--- config.mk ---
export PLATFORM = sky130hd
export DESIGN_NAME = flow_sensor_linearizer_unit
export DESIGN_NICKNAME = d
export VERILOG_FILES = /design/src/fsl_pkg.sv /design/src/fsl_div.sv /design/src/fsl_datapath.sv /design/src/fsl_ctrl.sv /design/src/flow_sensor_linearizer_unit.sv
export SDC_FILE = /design/constraint.sdc
export NUM_CORES = 2
export LEC_CHECK = 0
export ABC_AREA = 1
export BUFFER_PORTS_ARGS = -buffer_cell sky130_fd_sc_hd__buf_2
export CELL_PAD_IN_SITES_DETAIL_PLACEMENT = 0
export CELL_PAD_IN_SITES_GLOBAL_PLACEMENT = 1
export CORE_MARGIN = 8
export CORE_UTILIZATION = 43
export DETAILED_ROUTE_END_ITERATION = 10
export PLACE_DENSITY_LB_ADDON = 0.1
export SLEW_MARGIN = 15
export SYNTH_ARGS = -nofsm -noshare
export SYNTH_HDL_FRONTEND = slang
export SYNTH_HIERARCHICAL = 1
export SYNTH_SLANG_ARGS = --single-unit
--- constraint.sdc ---
create_clock -name clock -period 11.6 [get_ports clock]
set_input_delay 2.32 -clock clock [delete_from_list [all_inputs] [get_ports clock]]
set_output_delay 2.32 -clock clock [all_outputs]
set_load 0.005 [all_outputs]
--- src/fsl_pkg.sv ---
// fsl_pkg: shared widths, codes, constants and control/status types of the
// flow sensor linearizer; no dependencies, compiled first
package fsl_pkg;

   // default for the longest averaging or calibration run
   localparam int MAX_SAMPLES_DEF = 255;

   // field widths
   localparam int RAW_W      = 16;
   localparam int CNT_IN_W   = 8;
   localparam int OFS_W      = 21;
   localparam int SV_W       = 22;
   localparam int SPD_W      = 19;
   localparam int VOL_W      = 32;
   localparam int SUM_W      = 32;
   localparam int KIND_W     = 2;
   localparam int REF_W      = 20;
   localparam int SCALE_W    = 20;
   localparam int FS_W       = 16;
   localparam int AREA_W     = 24;
   localparam int RV_W       = 21;
   localparam int REQ_DATA_W = 48;
   localparam int RSP_DATA_W = 96;
   localparam int CSR_ADDR_W = 4;
   localparam int CSR_DATA_W = 32;

   // shared arithmetic units
   localparam int MUL_W     = 24;
   localparam int DIV_NUM_W = 36;
   localparam int DIV_DEN_W = 16;
   localparam int H_W       = 25;

   // request kinds
   localparam logic [KIND_W-1:0] CMD_SINGLE      = 2'd0;
   localparam logic [KIND_W-1:0] CMD_AVERAGE     = 2'd1;
   localparam logic [KIND_W-1:0] CMD_CALIBRATE   = 2'd2;
   localparam logic [KIND_W-1:0] CMD_LOAD_OFFSET = 2'd3;

   // register indexes
   localparam logic [1:0] REG_ADC_REFERENCE  = 2'd0;
   localparam logic [1:0] REG_VOLTAGE_SCALE  = 2'd1;
   localparam logic [1:0] REG_ADC_FULL_SCALE = 2'd2;
   localparam logic [1:0] REG_PIPE_AREA      = 2'd3;

   // register reset values
   localparam logic [REF_W-1:0]   ADC_REF_RST   = 20'd216269;
   localparam logic [SCALE_W-1:0] VSCALE_RST    = 20'd65536;
   localparam logic [FS_W-1:0]    FULL_SCALE_RST = 16'd1023;
   localparam logic [AREA_W-1:0]  PIPE_AREA_RST = 24'd256;

   // voltages in 1/65536 V
   localparam logic [RV_W-1:0] VOLT_MAX   = 21'd1048576;
   localparam logic [RV_W-1:0] ONE_V      = 21'd65536;
   localparam logic [RV_W-1:0] CONNECT_LO = 21'd32768;   // 0.5 V, exclusive
   localparam logic [RV_W-1:0] CONNECT_HI = 21'd340788;  // first code at or above 5.2 V
   localparam logic [RV_W-1:0] CURVE_LO   = 21'd65536;   // 1.00 V
   localparam logic [RV_W-1:0] CURVE_HI   = 21'd327680;  // 5.00 V

   // curve knees, voltage times 100
   localparam logic [H_W-1:0] H_1V00 = 25'd6553600;
   localparam logic [H_W-1:0] H_1V58 = 25'd10354688;
   localparam logic [H_W-1:0] H_2V88 = 25'd18874368;
   localparam logic [H_W-1:0] H_4V11 = 25'd26935296;

   // segment widths, volts times 100
   localparam logic [DIV_DEN_W-1:0] SLOPE_0 = 16'd58;
   localparam logic [DIV_DEN_W-1:0] SLOPE_1 = 16'd130;
   localparam logic [DIV_DEN_W-1:0] SLOPE_2 = 16'd123;
   localparam logic [DIV_DEN_W-1:0] SLOPE_3 = 16'd89;

   // speeds at the knees, 1/65536 m/s
   localparam logic [SPD_W-1:0] SPEED_1   = 19'd65536;
   localparam logic [SPD_W-1:0] SPEED_2   = 19'd131072;
   localparam logic [SPD_W-1:0] SPEED_3   = 19'd196608;
   localparam logic [SPD_W-1:0] SPEED_MAX = 19'd262144;

   // datapath operations, one per controller step
   localparam int OP_W = 5;
   localparam logic [OP_W-1:0] OP_NONE    = 5'd0;
   localparam logic [OP_W-1:0] OP_CAPTURE = 5'd1;
   localparam logic [OP_W-1:0] OP_MUL_RAW = 5'd2;
   localparam logic [OP_W-1:0] OP_DIVQ_GO = 5'd3;
   localparam logic [OP_W-1:0] OP_MUL_HI  = 5'd4;
   localparam logic [OP_W-1:0] OP_MUL_LO  = 5'd5;
   localparam logic [OP_W-1:0] OP_RV      = 5'd6;
   localparam logic [OP_W-1:0] OP_CORR    = 5'd7;
   localparam logic [OP_W-1:0] OP_MUL_H   = 5'd8;
   localparam logic [OP_W-1:0] OP_DIVS_GO = 5'd9;
   localparam logic [OP_W-1:0] OP_SPD     = 5'd10;
   localparam logic [OP_W-1:0] OP_MUL_VOL = 5'd11;
   localparam logic [OP_W-1:0] OP_VOL     = 5'd12;
   localparam logic [OP_W-1:0] OP_ACC     = 5'd13;
   localparam logic [OP_W-1:0] OP_DIVA_GO = 5'd14;
   localparam logic [OP_W-1:0] OP_AVG     = 5'd15;
   localparam logic [OP_W-1:0] OP_EMIT    = 5'd16;

   typedef struct packed {
      logic [REF_W-1:0]   adc_reference;
      logic [SCALE_W-1:0] voltage_scale;
      logic [FS_W-1:0]    adc_full_scale;
      logic [AREA_W-1:0]  pipe_area;
   } cfg_type;

   typedef struct packed {
      logic [OP_W-1:0] op;
   } dp_cmd_type;

   typedef struct packed {
      logic [KIND_W-1:0] cmd;
      logic              fs_zero;
      logic              div_done;
      logic              run_end;
      logic              out_free;
   } dp_status_type;

endpackage

--- src/fsl_div.sv ---
// fsl_div: unsigned restoring divider, two quotient bits per cycle
// depends on fsl_pkg for default widths
module fsl_div #(
   parameter int NUM_W = fsl_pkg::DIV_NUM_W,
   parameter int DEN_W = fsl_pkg::DIV_DEN_W
) (
   input  logic             clock,
   input  logic             reset,
   input  logic             start,
   input  logic [NUM_W-1:0] numer,
   input  logic [DEN_W-1:0] denom,
   output logic [NUM_W-1:0] quotient,
   output logic             done
);
   import fsl_pkg::*;

   localparam int STEPS = NUM_W / 2;
   localparam int CNT_W = (STEPS > 1) ? $clog2(STEPS) : 1;

   logic [NUM_W-1:0] num_ff, num_in;
   logic [DEN_W-1:0] den_ff, den_in;
   logic [DEN_W-1:0] rem_ff, rem_in;
   logic [CNT_W-1:0] cnt_ff, cnt_in;
   logic             busy_ff, busy_in;
   logic             done_ff, done_in;

   logic [DEN_W:0]   r1, r2;
   logic             ge1, ge2;
   logic [DEN_W-1:0] rem1, rem2;

   // two dependent subtract steps
   always_comb begin
      r1   = {rem_ff, num_ff[NUM_W-1]};
      ge1  = r1 >= {1'b0, den_ff};
      rem1 = ge1 ? DEN_W'(r1 - {1'b0, den_ff}) : r1[DEN_W-1:0];
      r2   = {rem1, num_ff[NUM_W-2]};
      ge2  = r2 >= {1'b0, den_ff};
      rem2 = ge2 ? DEN_W'(r2 - {1'b0, den_ff}) : r2[DEN_W-1:0];
   end

   always_comb begin
      num_in  = num_ff;
      den_in  = den_ff;
      rem_in  = rem_ff;
      cnt_in  = cnt_ff;
      busy_in = busy_ff;
      done_in = 1'b0;
      if (start) begin
         num_in  = numer;
         den_in  = denom;
         rem_in  = '0;
         cnt_in  = CNT_W'(STEPS - 1);
         busy_in = 1'b1;
      end else if (busy_ff) begin
         num_in = {num_ff[NUM_W-3:0], ge1, ge2};
         rem_in = rem2;
         if (cnt_ff == '0) begin
            busy_in = 1'b0;
            done_in = 1'b1;
         end else begin
            cnt_in = cnt_ff - 1'b1;
         end
      end
   end

   always_ff @(posedge clock) begin
      if (reset) begin
         busy_ff <= 1'b0;
         done_ff <= 1'b0;
      end else begin
         busy_ff <= busy_in;
         done_ff <= done_in;
      end
   end

   always_ff @(posedge clock) begin
      num_ff <= num_in;
      den_ff <= den_in;
      rem_ff <= rem_in;
      cnt_ff <= cnt_in;
   end

   assign quotient = num_ff;
   assign done     = done_ff;

   a_no_restart: assert property (@(posedge clock) disable iff (reset)
      start |-> !busy_ff)
      else $error("divider started while busy");

   a_done_ends_busy: assert property (@(posedge clock) disable iff (reset)
      $fell(busy_ff) |-> done_ff)
      else $error("divider left busy without done");

endmodule

--- src/fsl_datapath.sv ---
// fsl_datapath: item registers, shared multiplier, divider, run state and
// result register; depends on fsl_pkg and fsl_div
module fsl_datapath #(
   parameter int MAX_SAMPLES = fsl_pkg::MAX_SAMPLES_DEF
) (
   input  logic                              clock,
   input  logic                              reset,
   input  fsl_pkg::cfg_type                  cfg,
   input  fsl_pkg::dp_cmd_type               cmd,
   output fsl_pkg::dp_status_type            status,
   input  logic [fsl_pkg::REQ_DATA_W-1:0]    req_tdata,
   input  logic [fsl_pkg::KIND_W-1:0]        req_tuser,
   output logic                              rsp_tvalid,
   input  logic                              rsp_tready,
   output logic [fsl_pkg::RSP_DATA_W-1:0]    rsp_tdata,
   output logic [fsl_pkg::KIND_W-1:0]        rsp_tuser
);
   import fsl_pkg::*;

   localparam int CNT_W = (MAX_SAMPLES > 1) ? $clog2(MAX_SAMPLES + 1) : 1;
   localparam logic [CNT_IN_W-1:0] MAX_TGT = CNT_IN_W'(MAX_SAMPLES);
   localparam logic signed [22:0] V_POS = 23'sd1048576;
   localparam logic signed [22:0] V_NEG = -23'sd1048576;

   // item
   logic [KIND_W-1:0]       cmd_ff, cmd_in;
   logic [RAW_W-1:0]        raw_ff, raw_in;
   logic [CNT_W-1:0]        target_ff, target_in;
   // kept state
   logic signed [OFS_W-1:0] offset_ff, offset_in;
   logic [SUM_W-1:0]        run_sum_ff, run_sum_in;
   logic [CNT_W-1:0]        run_cnt_ff, run_cnt_in;
   logic                    run_end_ff, run_end_in;
   // working values
   logic [2*MUL_W-1:0]      prod_ff, prod_in;
   logic [37:0]             acc_ff, acc_in;
   logic [RV_W-1:0]         rv_ff, rv_in;
   logic signed [SV_W-1:0]  v_ff, v_in;
   logic                    in_range_ff, in_range_in;
   logic [SPD_W-1:0]        spd_base_ff, spd_base_in;
   logic [SPD_W-1:0]        speed_ff, speed_in;
   logic [VOL_W-1:0]        vol_ff, vol_in;
   logic                    con_ff, con_in;
   logic signed [SV_W-1:0]  sv_ff, sv_in;
   // result register
   logic                    out_valid_ff, out_valid_in;
   logic [KIND_W-1:0]       out_kind_ff;
   logic [RSP_DATA_W-1:0]   out_data_ff;

   logic [MUL_W-1:0]        mul_a, mul_b;
   logic                    div_start, div_done;
   logic [DIV_NUM_W-1:0]    div_numer, div_quo;
   logic [DIV_DEN_W-1:0]    div_denom;

   logic [CNT_IN_W-1:0]     tgt8;
   logic [55:0]             rv_full;
   logic signed [22:0]      diff, vclamp;
   logic [H_W-1:0]          h;
   logic [50:0]             p6;
   logic [CNT_W-1:0]        cnt_next;
   logic [SUM_W-1:0]        avg;
   logic [RV_W-1:0]         avg_v;
   logic                    fs_zero, out_free;

   assign fs_zero  = cfg.adc_full_scale == '0;
   assign out_free = !out_valid_ff || rsp_tready;
   assign h        = prod_ff[H_W-1:0];

   // shared multiplier operand select
   always_comb begin
      mul_a = '0;
      mul_b = '0;
      case (cmd.op)
         OP_MUL_RAW: begin
            mul_a = MUL_W'(raw_ff);
            mul_b = MUL_W'(cfg.adc_reference);
         end
         OP_MUL_HI: begin
            mul_a = MUL_W'(div_quo[35:18]);
            mul_b = MUL_W'(cfg.voltage_scale);
         end
         OP_MUL_LO: begin
            mul_a = MUL_W'(div_quo[17:0]);
            mul_b = MUL_W'(cfg.voltage_scale);
         end
         OP_MUL_H: begin
            mul_a = MUL_W'(v_ff[18:0]);
            mul_b = MUL_W'(100);
         end
         OP_MUL_VOL: begin
            mul_a = MUL_W'(speed_ff);
            mul_b = cfg.pipe_area;
         end
         default: begin
            mul_a = '0;
            mul_b = '0;
         end
      endcase
   end

   // divider operand select
   always_comb begin
      div_start = 1'b0;
      div_numer = '0;
      div_denom = '0;
      spd_base_in = spd_base_ff;
      case (cmd.op)
         OP_DIVQ_GO: begin
            div_start = 1'b1;
            div_numer = prod_ff[DIV_NUM_W-1:0];
            div_denom = cfg.adc_full_scale;
         end
         OP_DIVS_GO: begin
            // pick the curve segment from voltage times 100
            div_start = 1'b1;
            if (h <= H_1V58) begin
               div_numer   = DIV_NUM_W'(h - H_1V00);
               div_denom   = SLOPE_0;
               spd_base_in = '0;
            end else if (h <= H_2V88) begin
               div_numer   = DIV_NUM_W'(h - H_1V58);
               div_denom   = SLOPE_1;
               spd_base_in = SPEED_1;
            end else if (h <= H_4V11) begin
               div_numer   = DIV_NUM_W'(h - H_2V88);
               div_denom   = SLOPE_2;
               spd_base_in = SPEED_2;
            end else begin
               div_numer   = DIV_NUM_W'(h - H_4V11);
               div_denom   = SLOPE_3;
               spd_base_in = SPEED_3;
            end
         end
         OP_DIVA_GO: begin
            div_start = 1'b1;
            div_numer = DIV_NUM_W'(run_sum_ff);
            div_denom = DIV_DEN_W'(run_cnt_ff);
         end
         default: begin
            div_start = 1'b0;
         end
      endcase
   end

   fsl_div #(
      .NUM_W (DIV_NUM_W),
      .DEN_W (DIV_DEN_W)
   ) u_div (
      .clock    (clock),
      .reset    (reset),
      .start    (div_start),
      .numer    (div_numer),
      .denom    (div_denom),
      .quotient (div_quo),
      .done     (div_done)
   );

   // step actions
   always_comb begin
      cmd_in      = cmd_ff;
      raw_in      = raw_ff;
      target_in   = target_ff;
      offset_in   = offset_ff;
      run_sum_in  = run_sum_ff;
      run_cnt_in  = run_cnt_ff;
      run_end_in  = run_end_ff;
      prod_in     = prod_ff;
      acc_in      = acc_ff;
      rv_in       = rv_ff;
      v_in        = v_ff;
      in_range_in = in_range_ff;
      speed_in    = speed_ff;
      vol_in      = vol_ff;
      con_in      = con_ff;
      sv_in       = sv_ff;
      out_valid_in = out_valid_ff && !rsp_tready;

      tgt8     = req_tdata[23:16];
      rv_full  = {acc_ff, 18'b0} + 56'(prod_ff[37:0]);
      diff     = $signed({2'b00, rv_ff}) - 23'(offset_ff);
      vclamp   = (diff > V_POS) ? V_POS : ((diff < V_NEG) ? V_NEG : diff);
      p6       = ({3'b000, prod_ff} << 2) + ({3'b000, prod_ff} << 1);
      cnt_next = run_cnt_ff + 1'b1;
      avg      = div_quo[SUM_W-1:0];
      avg_v    = (avg > SUM_W'(VOLT_MAX)) ? VOLT_MAX : avg[RV_W-1:0];

      case (cmd.op)
         OP_CAPTURE: begin
            cmd_in   = req_tuser;
            raw_in   = req_tdata[15:0];
            if (tgt8 == '0) begin
               target_in = CNT_W'(1);
            end else if (tgt8 > MAX_TGT) begin
               target_in = CNT_W'(MAX_TGT);
            end else begin
               target_in = CNT_W'(tgt8);
            end
            rv_in    = '0;
            v_in     = '0;
            speed_in = '0;
            vol_in   = '0;
            con_in   = 1'b0;
            sv_in    = '0;
            // calibration starts from a cleared offset
            if (req_tuser == CMD_LOAD_OFFSET) begin
               offset_in = $signed(req_tdata[44:24]);
            end else if (req_tuser == CMD_CALIBRATE) begin
               offset_in = '0;
            end
         end
         OP_MUL_RAW, OP_MUL_HI, OP_MUL_H, OP_MUL_VOL: begin
            prod_in = mul_a * mul_b;
         end
         OP_MUL_LO: begin
            acc_in  = prod_ff[37:0];
            prod_in = mul_a * mul_b;
         end
         OP_RV: begin
            rv_in = (rv_full[55:16] > 40'(VOLT_MAX)) ? VOLT_MAX : rv_full[36:16];
         end
         OP_CORR: begin
            if (fs_zero) begin
               v_in        = '0;
               con_in      = 1'b0;
               in_range_in = 1'b0;
            end else begin
               v_in        = SV_W'(vclamp);
               con_in      = (rv_ff > CONNECT_LO) && (rv_ff < CONNECT_HI);
               in_range_in = (vclamp >= $signed(23'(CURVE_LO)))
                          && (vclamp <= $signed(23'(CURVE_HI)));
            end
            sv_in = fs_zero ? '0 : SV_W'(vclamp);
         end
         OP_SPD: begin
            speed_in = in_range_ff ? SPD_W'(div_quo[SPD_W-1:0] + spd_base_ff) : '0;
         end
         OP_VOL: begin
            // speed and area bound the product well below 32 bits
            vol_in = (p6[50:48] != '0) ? '1 : p6[47:16];
         end
         OP_ACC: begin
            run_sum_in = run_sum_ff
                       + ((cmd_ff == CMD_AVERAGE) ? SUM_W'(speed_ff) : SUM_W'(v_ff));
            run_cnt_in = cnt_next;
            run_end_in = (cnt_next != '0) && (cnt_next >= target_ff);
         end
         OP_AVG: begin
            if (cmd_ff == CMD_AVERAGE) begin
               speed_in = (avg > SUM_W'(SPEED_MAX)) ? SPEED_MAX : avg[SPD_W-1:0];
            end else begin
               sv_in     = $signed(SV_W'(avg_v));
               offset_in = $signed(avg_v - ONE_V);
            end
            run_sum_in = '0;
            run_cnt_in = '0;
            run_end_in = 1'b0;
         end
         OP_EMIT: begin
            out_valid_in = 1'b1;
         end
         default: begin
            run_end_in = run_end_ff;
         end
      endcase
   end

   always_ff @(posedge clock) begin
      if (reset) begin
         offset_ff    <= '0;
         run_sum_ff   <= '0;
         run_cnt_ff   <= '0;
         run_end_ff   <= 1'b0;
         out_valid_ff <= 1'b0;
      end else begin
         offset_ff    <= offset_in;
         run_sum_ff   <= run_sum_in;
         run_cnt_ff   <= run_cnt_in;
         run_end_ff   <= run_end_in;
         out_valid_ff <= out_valid_in;
      end
   end

   always_ff @(posedge clock) begin
      cmd_ff      <= cmd_in;
      raw_ff      <= raw_in;
      target_ff   <= target_in;
      prod_ff     <= prod_in;
      acc_ff      <= acc_in;
      rv_ff       <= rv_in;
      v_ff        <= v_in;
      in_range_ff <= in_range_in;
      spd_base_ff <= spd_base_in;
      speed_ff    <= speed_in;
      vol_ff      <= vol_in;
      con_ff      <= con_in;
      sv_ff       <= sv_in;
      if (cmd.op == OP_EMIT) begin
         out_kind_ff <= cmd_ff;
         out_data_ff <= {1'b0, offset_ff, con_ff, vol_ff, speed_ff, sv_ff};
      end
   end

   assign rsp_tvalid = out_valid_ff;
   assign rsp_tdata  = out_data_ff;
   assign rsp_tuser  = out_kind_ff;

   assign status.cmd      = cmd_ff;
   assign status.fs_zero  = fs_zero;
   assign status.div_done = div_done;
   assign status.run_end  = run_end_ff;
   assign status.out_free = out_free;

   a_emit_free: assert property (@(posedge clock) disable iff (reset)
      (cmd.op == OP_EMIT) |-> out_free)
      else $error("result loaded over an untaken result");

   a_run_bound: assert property (@(posedge clock) disable iff (reset)
      run_cnt_ff <= CNT_W'(MAX_TGT))
      else $error("run counter beyond longest run");

   a_speed_bound: assert property (@(posedge clock) disable iff (reset)
      (cmd.op == OP_EMIT) |-> (speed_ff <= SPEED_MAX))
      else $error("flow speed above curve end");

endmodule

--- src/fsl_ctrl.sv ---
// fsl_ctrl: sequencing state machine of the flow sensor linearizer
// depends on fsl_pkg for operation codes and control/status types
module fsl_ctrl (
   input  logic                   clock,
   input  logic                   reset,
   input  logic                   req_valid,
   output logic                   req_ready,
   input  fsl_pkg::dp_status_type status,
   output fsl_pkg::dp_cmd_type    cmd
);
   import fsl_pkg::*;

   localparam int ST_W = 5;
   localparam logic [ST_W-1:0] S_IDLE      = 5'd0;
   localparam logic [ST_W-1:0] S_DISPATCH  = 5'd1;
   localparam logic [ST_W-1:0] S_MUL_RAW   = 5'd2;
   localparam logic [ST_W-1:0] S_DIVQ_GO   = 5'd3;
   localparam logic [ST_W-1:0] S_DIVQ_WAIT = 5'd4;
   localparam logic [ST_W-1:0] S_MUL_HI    = 5'd5;
   localparam logic [ST_W-1:0] S_MUL_LO    = 5'd6;
   localparam logic [ST_W-1:0] S_RV        = 5'd7;
   localparam logic [ST_W-1:0] S_CORR      = 5'd8;
   localparam logic [ST_W-1:0] S_MUL_H     = 5'd9;
   localparam logic [ST_W-1:0] S_DIVS_GO   = 5'd10;
   localparam logic [ST_W-1:0] S_DIVS_WAIT = 5'd11;
   localparam logic [ST_W-1:0] S_SPD       = 5'd12;
   localparam logic [ST_W-1:0] S_MUL_VOL   = 5'd13;
   localparam logic [ST_W-1:0] S_VOL       = 5'd14;
   localparam logic [ST_W-1:0] S_ACC       = 5'd15;
   localparam logic [ST_W-1:0] S_RUN_CHK   = 5'd16;
   localparam logic [ST_W-1:0] S_DIVA_GO   = 5'd17;
   localparam logic [ST_W-1:0] S_DIVA_WAIT = 5'd18;
   localparam logic [ST_W-1:0] S_AVG       = 5'd19;
   localparam logic [ST_W-1:0] S_EMIT      = 5'd20;

   logic [ST_W-1:0] state_ff, state_in;

   always_comb begin
      state_in  = state_ff;
      cmd.op    = OP_NONE;
      req_ready = 1'b0;
      case (state_ff)
         S_IDLE: begin
            req_ready = 1'b1;
            if (req_valid) begin
               cmd.op   = OP_CAPTURE;
               state_in = S_DISPATCH;
            end
         end
         S_DISPATCH: begin
            if (status.cmd == CMD_LOAD_OFFSET) begin
               state_in = S_EMIT;
            end else if (status.fs_zero) begin
               state_in = S_CORR;
            end else begin
               state_in = S_MUL_RAW;
            end
         end
         S_MUL_RAW: begin
            cmd.op   = OP_MUL_RAW;
            state_in = S_DIVQ_GO;
         end
         S_DIVQ_GO: begin
            cmd.op   = OP_DIVQ_GO;
            state_in = S_DIVQ_WAIT;
         end
         S_DIVQ_WAIT: begin
            if (status.div_done) begin
               state_in = S_MUL_HI;
            end
         end
         S_MUL_HI: begin
            cmd.op   = OP_MUL_HI;
            state_in = S_MUL_LO;
         end
         S_MUL_LO: begin
            cmd.op   = OP_MUL_LO;
            state_in = S_RV;
         end
         S_RV: begin
            cmd.op   = OP_RV;
            state_in = S_CORR;
         end
         S_CORR: begin
            cmd.op   = OP_CORR;
            state_in = (status.cmd == CMD_CALIBRATE) ? S_ACC : S_MUL_H;
         end
         S_MUL_H: begin
            cmd.op   = OP_MUL_H;
            state_in = S_DIVS_GO;
         end
         S_DIVS_GO: begin
            cmd.op   = OP_DIVS_GO;
            state_in = S_DIVS_WAIT;
         end
         S_DIVS_WAIT: begin
            if (status.div_done) begin
               state_in = S_SPD;
            end
         end
         S_SPD: begin
            cmd.op   = OP_SPD;
            state_in = (status.cmd == CMD_SINGLE) ? S_MUL_VOL : S_ACC;
         end
         S_MUL_VOL: begin
            cmd.op   = OP_MUL_VOL;
            state_in = S_VOL;
         end
         S_VOL: begin
            cmd.op   = OP_VOL;
            state_in = S_EMIT;
         end
         S_ACC: begin
            cmd.op   = OP_ACC;
            state_in = S_RUN_CHK;
         end
         S_RUN_CHK: begin
            state_in = status.run_end ? S_DIVA_GO : S_IDLE;
         end
         S_DIVA_GO: begin
            cmd.op   = OP_DIVA_GO;
            state_in = S_DIVA_WAIT;
         end
         S_DIVA_WAIT: begin
            if (status.div_done) begin
               state_in = S_AVG;
            end
         end
         S_AVG: begin
            cmd.op   = OP_AVG;
            state_in = (status.cmd == CMD_AVERAGE) ? S_MUL_VOL : S_EMIT;
         end
         S_EMIT: begin
            if (status.out_free) begin
               cmd.op   = OP_EMIT;
               state_in = S_IDLE;
            end
         end
         default: begin
            state_in = S_IDLE;
         end
      endcase
   end

   always_ff @(posedge clock) begin
      if (reset) begin
         state_ff <= S_IDLE;
      end else begin
         state_ff <= state_in;
      end
   end

endmodule

--- src/flow_sensor_linearizer_unit.sv ---
// flow_sensor_linearizer_unit: top level with register port, controller and
// datapath; depends on fsl_pkg, fsl_ctrl, fsl_datapath (and fsl_div below it)
//
// sequence: load offset goes from dispatch straight to the result; a single
//   measure passes the divider twice from accept to rsp_tvalid; the last
//   sample of a run takes a further pass for the average; samples inside a
//   run give no result
// throughput: one request at a time, next accepted when the sequencer is back
//   in idle, even while a result still waits in the output register
// reset: synchronous, active high; clears offset, run sum and count, state
//   machine and result valid; registers return to their default values
module flow_sensor_linearizer_unit #(
   parameter int MAX_SAMPLES = fsl_pkg::MAX_SAMPLES_DEF
) (
   input  logic                                clock,
   input  logic                                reset,
   // request channel
   input  logic                                req_tvalid,
   output logic                                req_tready,
   // raw_sample[15:0], sample_count[23:16], offset_value[44:24], zero pad
   input  logic [fsl_pkg::REQ_DATA_W-1:0]      req_tdata,
   // cmd[1:0]
   input  logic [fsl_pkg::KIND_W-1:0]          req_tuser,
   // result channel
   output logic                                rsp_tvalid,
   input  logic                                rsp_tready,
   // sensor_voltage[21:0], flow_speed[40:22], volumetric_flow[72:41],
   // connected[73], zero_offset_now[94:74], zero pad
   output logic [fsl_pkg::RSP_DATA_W-1:0]      rsp_tdata,
   // result_kind[1:0]
   output logic [fsl_pkg::KIND_W-1:0]          rsp_tuser,
   // register port
   input  logic                                psel,
   input  logic                                penable,
   input  logic                                pwrite,
   input  logic [fsl_pkg::CSR_ADDR_W-1:0]      paddr,
   input  logic [fsl_pkg::CSR_DATA_W-1:0]      pwdata,
   output logic [fsl_pkg::CSR_DATA_W-1:0]      prdata,
   output logic                                pready
);
   import fsl_pkg::*;

   // configuration registers
   logic [REF_W-1:0]   adc_ref_ff, adc_ref_in;
   logic [SCALE_W-1:0] vscale_ff, vscale_in;
   logic [FS_W-1:0]    full_scale_ff, full_scale_in;
   logic [AREA_W-1:0]  area_ff, area_in;

   logic               csr_wr;
   logic [1:0]         csr_idx;
   cfg_type            cfg;
   dp_cmd_type         dp_cmd;
   dp_status_type      dp_status;

   // write lands in the access phase; no wait states
   assign pready  = 1'b1;
   assign csr_wr  = psel && penable && pwrite && pready;
   // word addressed, one register per 4 bytes
   assign csr_idx = paddr[3:2];

   always_comb begin
      adc_ref_in    = adc_ref_ff;
      vscale_in     = vscale_ff;
      full_scale_in = full_scale_ff;
      area_in       = area_ff;
      if (csr_wr) begin
         case (csr_idx)
            REG_ADC_REFERENCE:  adc_ref_in    = pwdata[REF_W-1:0];
            REG_VOLTAGE_SCALE:  vscale_in     = pwdata[SCALE_W-1:0];
            REG_ADC_FULL_SCALE: full_scale_in = pwdata[FS_W-1:0];
            REG_PIPE_AREA:      area_in       = pwdata[AREA_W-1:0];
            default:            adc_ref_in    = adc_ref_ff;
         endcase
      end
   end

   always_ff @(posedge clock) begin
      if (reset) begin
         adc_ref_ff    <= ADC_REF_RST;
         vscale_ff     <= VSCALE_RST;
         full_scale_ff <= FULL_SCALE_RST;
         area_ff       <= PIPE_AREA_RST;
      end else begin
         adc_ref_ff    <= adc_ref_in;
         vscale_ff     <= vscale_in;
         full_scale_ff <= full_scale_in;
         area_ff       <= area_in;
      end
   end

   // read back, zero extended
   always_comb begin
      case (csr_idx)
         REG_ADC_REFERENCE:  prdata = CSR_DATA_W'(adc_ref_ff);
         REG_VOLTAGE_SCALE:  prdata = CSR_DATA_W'(vscale_ff);
         REG_ADC_FULL_SCALE: prdata = CSR_DATA_W'(full_scale_ff);
         REG_PIPE_AREA:      prdata = CSR_DATA_W'(area_ff);
         default:            prdata = '0;
      endcase
   end

   assign cfg.adc_reference  = adc_ref_ff;
   assign cfg.voltage_scale  = vscale_ff;
   assign cfg.adc_full_scale = full_scale_ff;
   assign cfg.pipe_area      = area_ff;

   // sequencer: at most one operation per cycle for the datapath
   fsl_ctrl u_ctrl (
      .clock     (clock),
      .reset     (reset),
      .req_valid (req_tvalid),
      .req_ready (req_tready),
      .status    (dp_status),
      .cmd       (dp_cmd)
   );

   // arithmetic, run state, zero offset and result register
   fsl_datapath #(
      .MAX_SAMPLES (MAX_SAMPLES)
   ) u_datapath (
      .clock      (clock),
      .reset      (reset),
      .cfg        (cfg),
      .cmd        (dp_cmd),
      .status     (dp_status),
      .req_tdata  (req_tdata),
      .req_tuser  (req_tuser),
      .rsp_tvalid (rsp_tvalid),
      .rsp_tready (rsp_tready),
      .rsp_tdata  (rsp_tdata),
      .rsp_tuser  (rsp_tuser)
   );

endmodule
# After elaboration in Yosys (flattened, before gate mapping)

Cells that the tools add are included.
W data, S select, Z words.

Bitwise gates (word level): 2
Muxes and demuxes: 65
$mul: 1
Shift-type cells: 0
Add/sub/neg operators: 14
Order comparisons: 16
Equality and inequality tests: 52
Reductions and logical operators: 40
Divide/modulo/power cells: 0

Operators by type and width:

| kind                     | count |
|---|---|
| $mux W36                 | 5 |
| $pmux W32 S2             | 2 |
| $pmux W32 S4             | 1 |
| $pmux W36 S3             | 1 |
| $mux W21                 | 5 |
| $pmux W5 S21             | 1 |
| $pmux W24 S4             | 1 |
| $pmux W19 S5             | 1 |
| $pmux W21 S2             | 2 |
| $eq A5 B4 Y1 const B     | 16 |
| $pmux W5 S16             | 1 |
| $pmux W22 S3             | 1 |
| $mux W16                 | 4 |
| $mux W32                 | 2 |
| $mux W19                 | 3 |
| $pmux W19 S3             | 1 |
| $add A56 B38 Y56         | 1 |
| $sub A25 B25 Y26 const B | 2 |
| $add A50 B49 Y51         | 1 |
| $le A25 B25 Y1 const B   | 2 |
| $pmux W16 S3             | 1 |
| $mux W23                 | 2 |
| $mux W5                  | 9 |
| $mux W22                 | 2 |
| other kinds (59)         | 123 |

Bits in read-only memories: 0
Memories: 0
Latch bits: 0
Bits in writable memories: 0
Output and inout bits: 133
Register bits: 569
Input port bits: 93
Logic and storage cells: 223

# Logic depth before layout (Yosys ltp)

Word-level depth: 8
Mapped depth: 46
Mapped depth without buffers: 44

# Hierarchy

Netlist, hierarchy kept.

By module, submodules not included:

| module                      | cells each | area an instance (sq um) | instances | seq. area each (sq um) |
|---|---|---|---|---|
| fsl_datapath                | 4,934      | 39,620.5                 | 1         | 11,080.6 |
| fsl_div                     | 694        | 5,122.4                  | 1         | 2,021.9 |
| flow_sensor_linearizer_unit | 572        | 3,728.6                  | 1         | 1,601.5 |
| fsl_ctrl                    | 125        | 684.4                    | 1         | 100.1 |

# Worst setup path before layout

OpenSTA, ideal clock, no wires.

Kind: input to register
Start point: input rsp_tready
End point: register u_datapath.prod_ff[43], data pin
Path buffers: 3
Stages: 37
Path slack: 366 ps
Library setup time: 265 ps
Data arrival time: 10,969 ps
Data required time: 11,335 ps
Cells stage by stage: inv_1 > nand2_1 > buf_4 > inv_1 > nor2_1 > nor2_1 > inv_1 > nor2_1 > clkinv_1 > clkbuf_1 > o21ai_0 > nor2_1 > inv_1 > buf_2 > nand2_1 > fa_1 > inv_1 > fa_1 > inv_1 > fa_1 > inv_1 > fa_1 > fa_1 > inv_1 > fa_1 > inv_1 > ha_1 > a21oi_1 > inv_1 > nor2_1 > o21ai_0 > a21oi_1 > o21ai_0 > a21o_1 > a21oi_1 > o21ai_0 > xor2_1

RTL lines:

| element              | RTL line                          | RTL |
|---|---|---|
| start, declared      | flow_sensor_linearizer_unit.sv:26 | `input logic rsp_tready,` |
| end signal, assigned | fsl_datapath.sv:287               | `prod_ff <= prod_in;` |
| end, declared        | fsl_datapath.sv:35                | `logic [2*MUL_W-1:0] prod_ff, prod_in;` |

==> results.toml <==
[die]
die_area_um2 = 125000
die_h_um = 354
core_region_area_um2 = 114000
initial_core_util = 0.432
placementRows = 124
die_w_um = 354
pin_count = 226

[critical_path]
critPathMaxFanout = 20
cpMaxStageDelayCell = "nor2_4"
path_class = "input port to flop"
cp_data_arrival_time_ns = 11.11
critPathRequiredTime_ns = 11.98
slowest_delay_ns = 0.61
r2r_slack_ns = 1.22
cp-start-kind = "input port"
end_kind = "flop"
crit_top_cell = "inv_1"
reg2reg_from = "u_ctrl/state_ff[1]$_SDFFE_PP0P_"
r2r_cells = 37
r2r_end = "u_datapath/prod_ff[43]$_DFFE_PP_"

[drt]
routed_wirelength_um = 168000
vias = 42400
ant_nets = 0
drt-pass1-iter-count = 6
first_iter_violations = 3575
routedWlPerCell_um = 20.8
via_per_inst = 5.25
drc = 0

[logic_synthesis]
netlist_area_um2 = 49200
synth_area_per_cell_um2 = 7.77
synth-edff-count = 379
synth_cell_types = 71
synthArstFlopShare = 0
synth-seq-cells = 550
synthFlopType = "edfxtp_1"
ys_seq_area_frac = 0.301
syn_inst = 6325
yosys_warnings = 6

[sta]
tns_ns = 0
worst_pin_slew_ns = 1.08
finalSetupViolCount = 0
maxSlewViolCount = 0
hold_violations = 0
setup_ws_ns = 0.871
period_share = 0.925
period_needed_ns = 10.73
slew_headroom = 0.279
fin_skew_ns = 0.0599
hold_slack_ns = 0.417
rsz0062_at_grt = "false"
fmaxAchievable_ghz = 0.0932

[pwr]
ir_drop_mv = 0.119
p_leak_nw = 26.0
power_density_nw_per_um2 = 211

[placement]
place.gp.congestion = 0.970
dpl_worst_slack_ns = 0.0244
place_hpwl_um = 134000
io_buffers = 202
dp_cells = 7954

[final_layout]
syn_to_final_growth_pct = 10.4
fin_nets = 7316
fin_cells = 8081
nFillCells = 11600
seq_area_um2 = 14800
final_layout_size_suffix_gt1_frac = 0.0802
multi_input_area_um2 = 29000
antennaDiodeCount = 0

[global_routing]
grt_overflow = 0
grt_max_degree = 81
grtUsageTotal = 0.264
antenna_found_initial = 1
grt_pass1_vias = 42400
grt_pass1_wl_um = 257000

[worst_hold_path]
hold_path.startpoint = "u_datapath/vol_ff[16]$_SDFFCE_PN0P_"
holdCritPathClass = "flop to flop"
hold_depth = 0
worstHoldEndpoint = "u_datapath/rsp_tdata[57]$_DFFE_PP_"

[clock_network]
cts_max_level = 3
cts_buffers = 68
postCtsSetupBuffers = 0
tritoncts = "done"
cts-resized-gates = 0
clockBufferDepth = 3
cts.reportedPaths.clkPinSlew_ns = 0.06
cts_sinks = 550
clock-root-buffer = "clkbuf_16"
clkLatencyLatePin_ns = 0.66
postCtsHoldBufs = 0

[run_status]
status = "finished clean"

[job]
max-cap-violations = 0
[per-stage QoR]
step                      cell area, um^2  power, mW  utilization
after floorplan                     49200       7.17            -
after global routing                54300       12.3        0.477
after global placement              52000       9.20        0.456
after detailed placement            52000       9.20        0.456
after CTS                           54300       11.4        0.476
final                               54300       11.5        0.477
[placed cells by master, fill, tap and decap left out, types with 70 or more instances in the layout]
cell type  Yosys  layout
a21oi_1      309     309
a31oi_1       72      71
buf_2         42     202
buf_4         27      90
clkbuf_16      0      70
dfxtp_1      171     171
edfxtp_1     379     379
fa_1         380     380
ha_1         330     330
inv_1       1177    1177
nand2_1     1503    1502
nand3_1      293     292
nor2_1       729     723
o21ai_0      202     201
[synth_stat cells, types with 27 or more instances]
master | count | share of area
nand2_1 | 1503 | 0.11
inv_1 | 1177 | 0.090
nor2_1 | 729 | 0.056
fa_1 | 380 | 0.15
edfxtp_1 | 379 | 0.23
ha_1 | 330 | 0.084
a21oi_1 | 309 | 0.031
nand3_1 | 293 | 0.030
o21ai_0 | 202 | 0.021
dfxtp_1 | 171 | 0.070
clkbuf_1 | 96 | 0.0073
a31oi_1 | 72 | 0.0092
nand4_1 | 66 | 0.0084
xor2_1 | 66 | 0.012
xnor2_1 | 56 | 0.010
nor3_1 | 45 | 0.0046
buf_2 | 42 | 0.0043
a221oi_1 | 27 | 0.0048
buf_4 | 27 | 0.0041
[sequential cells by signal, summed over array words and instances, names as in the netlist, 5 cells and up]
| signal | count |
|---|---|
| u_datapath/rv_ff | 21 |
| u_datapath/raw_ff | 16 |
| u_datapath/run_cnt_ff | 8 |
| u_datapath/sv_ff | 22 |
| u_ctrl/state_ff | 5 |
| u_datapath/u_div/den_ff | 16 |
| u_datapath/offset_ff | 21 |
| u_datapath/prod_ff | 46 |
| u_datapath/u_div/cnt_ff | 5 |
| area_ff | 24 |
| u_datapath/rsp_tdata | 95 |
| u_datapath/target_ff | 8 |
| u_datapath/u_div/rem_ff | 16 |
| u_datapath/speed_ff | 19 |
| vscale_ff | 20 |
| u_datapath/v_ff | 22 |
| u_datapath/u_div/quotient | 36 |
| full_scale_ff | 16 |
| u_datapath/acc_ff | 38 |
| u_datapath/vol_ff | 32 |
| u_datapath/run_sum_ff | 32 |
| adc_ref_ff | 20 |
[critical path: cells and delay by family]
| family | cells | cell delay, ns |
|---|---|---|
| buffers and inverters | 12 | 2.32 |
| xor gates and xnor gates | 1 | 0.16 |
| and+or+nand+nor | 4 | 0.89 |
| AOI/OAI and AO/OA | 11 | 1.80 |
| adders and majority gates | 7 | 3.57 |
[how the worst max path moves through the flow]
| stage | start | endpoint | depth (start not counted) |
|---|---|---|---|
| 4_1_cts | req_tvalid | u_datapath/prod_ff[43]$_DFFE_PP_ | 34 |
| 3_3_place_gp | req_tvalid | u_datapath/prod_ff[43]$_DFFE_PP_ | 34 |
| 3_5_place_dp | req_tvalid | u_datapath/prod_ff[43]$_DFFE_PP_ | 34 |
| 2_1_floorplan | rsp_tready | u_datapath/prod_ff[43]$_DFFE_PP_ | 37 |
| 5_1_grt | rsp_tready | u_datapath/prod_ff[43]$_DFFE_PP_ | 35 |
| 6_report | req_tvalid | u_datapath/prod_ff[43]$_DFFE_PP_ | 35 |
[area by class of cell]
cell class | instances | area share
multi-input combinational | 4388 | 0.534
sequential | 550 | 0.273
clock inverter | 33 | 0.00673
tap | 1512 | 0.0349
inverter | 1210 | 0.0837
clock buffer | 93 | 0.0354
timing repair buffer | 295 | 0.0322
[per-layer routing]
layer / routed length (um) / global-route usage / vias to the layer above
met5: 16 / 0 / -
met4: 7550 / 0.104 / 2
met3: 10100 / 0.0348 / 305
met2: 77900 / 0.435 / 1328
met1: 72700 / 0.351 / 20400
li1: - / - / 20400
[power breakdown]
group | internal (mW) | switching (mW) | total, mW
Sequential | 2.77 | 0.557 | 3.33
Clock | 1.25 | 0.918 | 2.17
Combinational | 1.75 | 4.21 | 5.96
Total | 5.77 | 5.68 | 11.5
[cell families (layout without fill, tap and decap cells)]
logic type / Yosys count / after routing / share of synthesized area
other cells: 3 / 10 / 0.000229
compound gates: 789 / 789 / 0.0948
simple gates: 2756 / 2757 / 0.232
flops: 550 / 550 / 0.301
xor+xnor: 122 / 122 / 0.0217
fa+ha+maj: 710 / 710 / 0.239
buf+inv: 1395 / 1631 / 0.112
No activity file was read; power rests on OpenSTA's default activity.
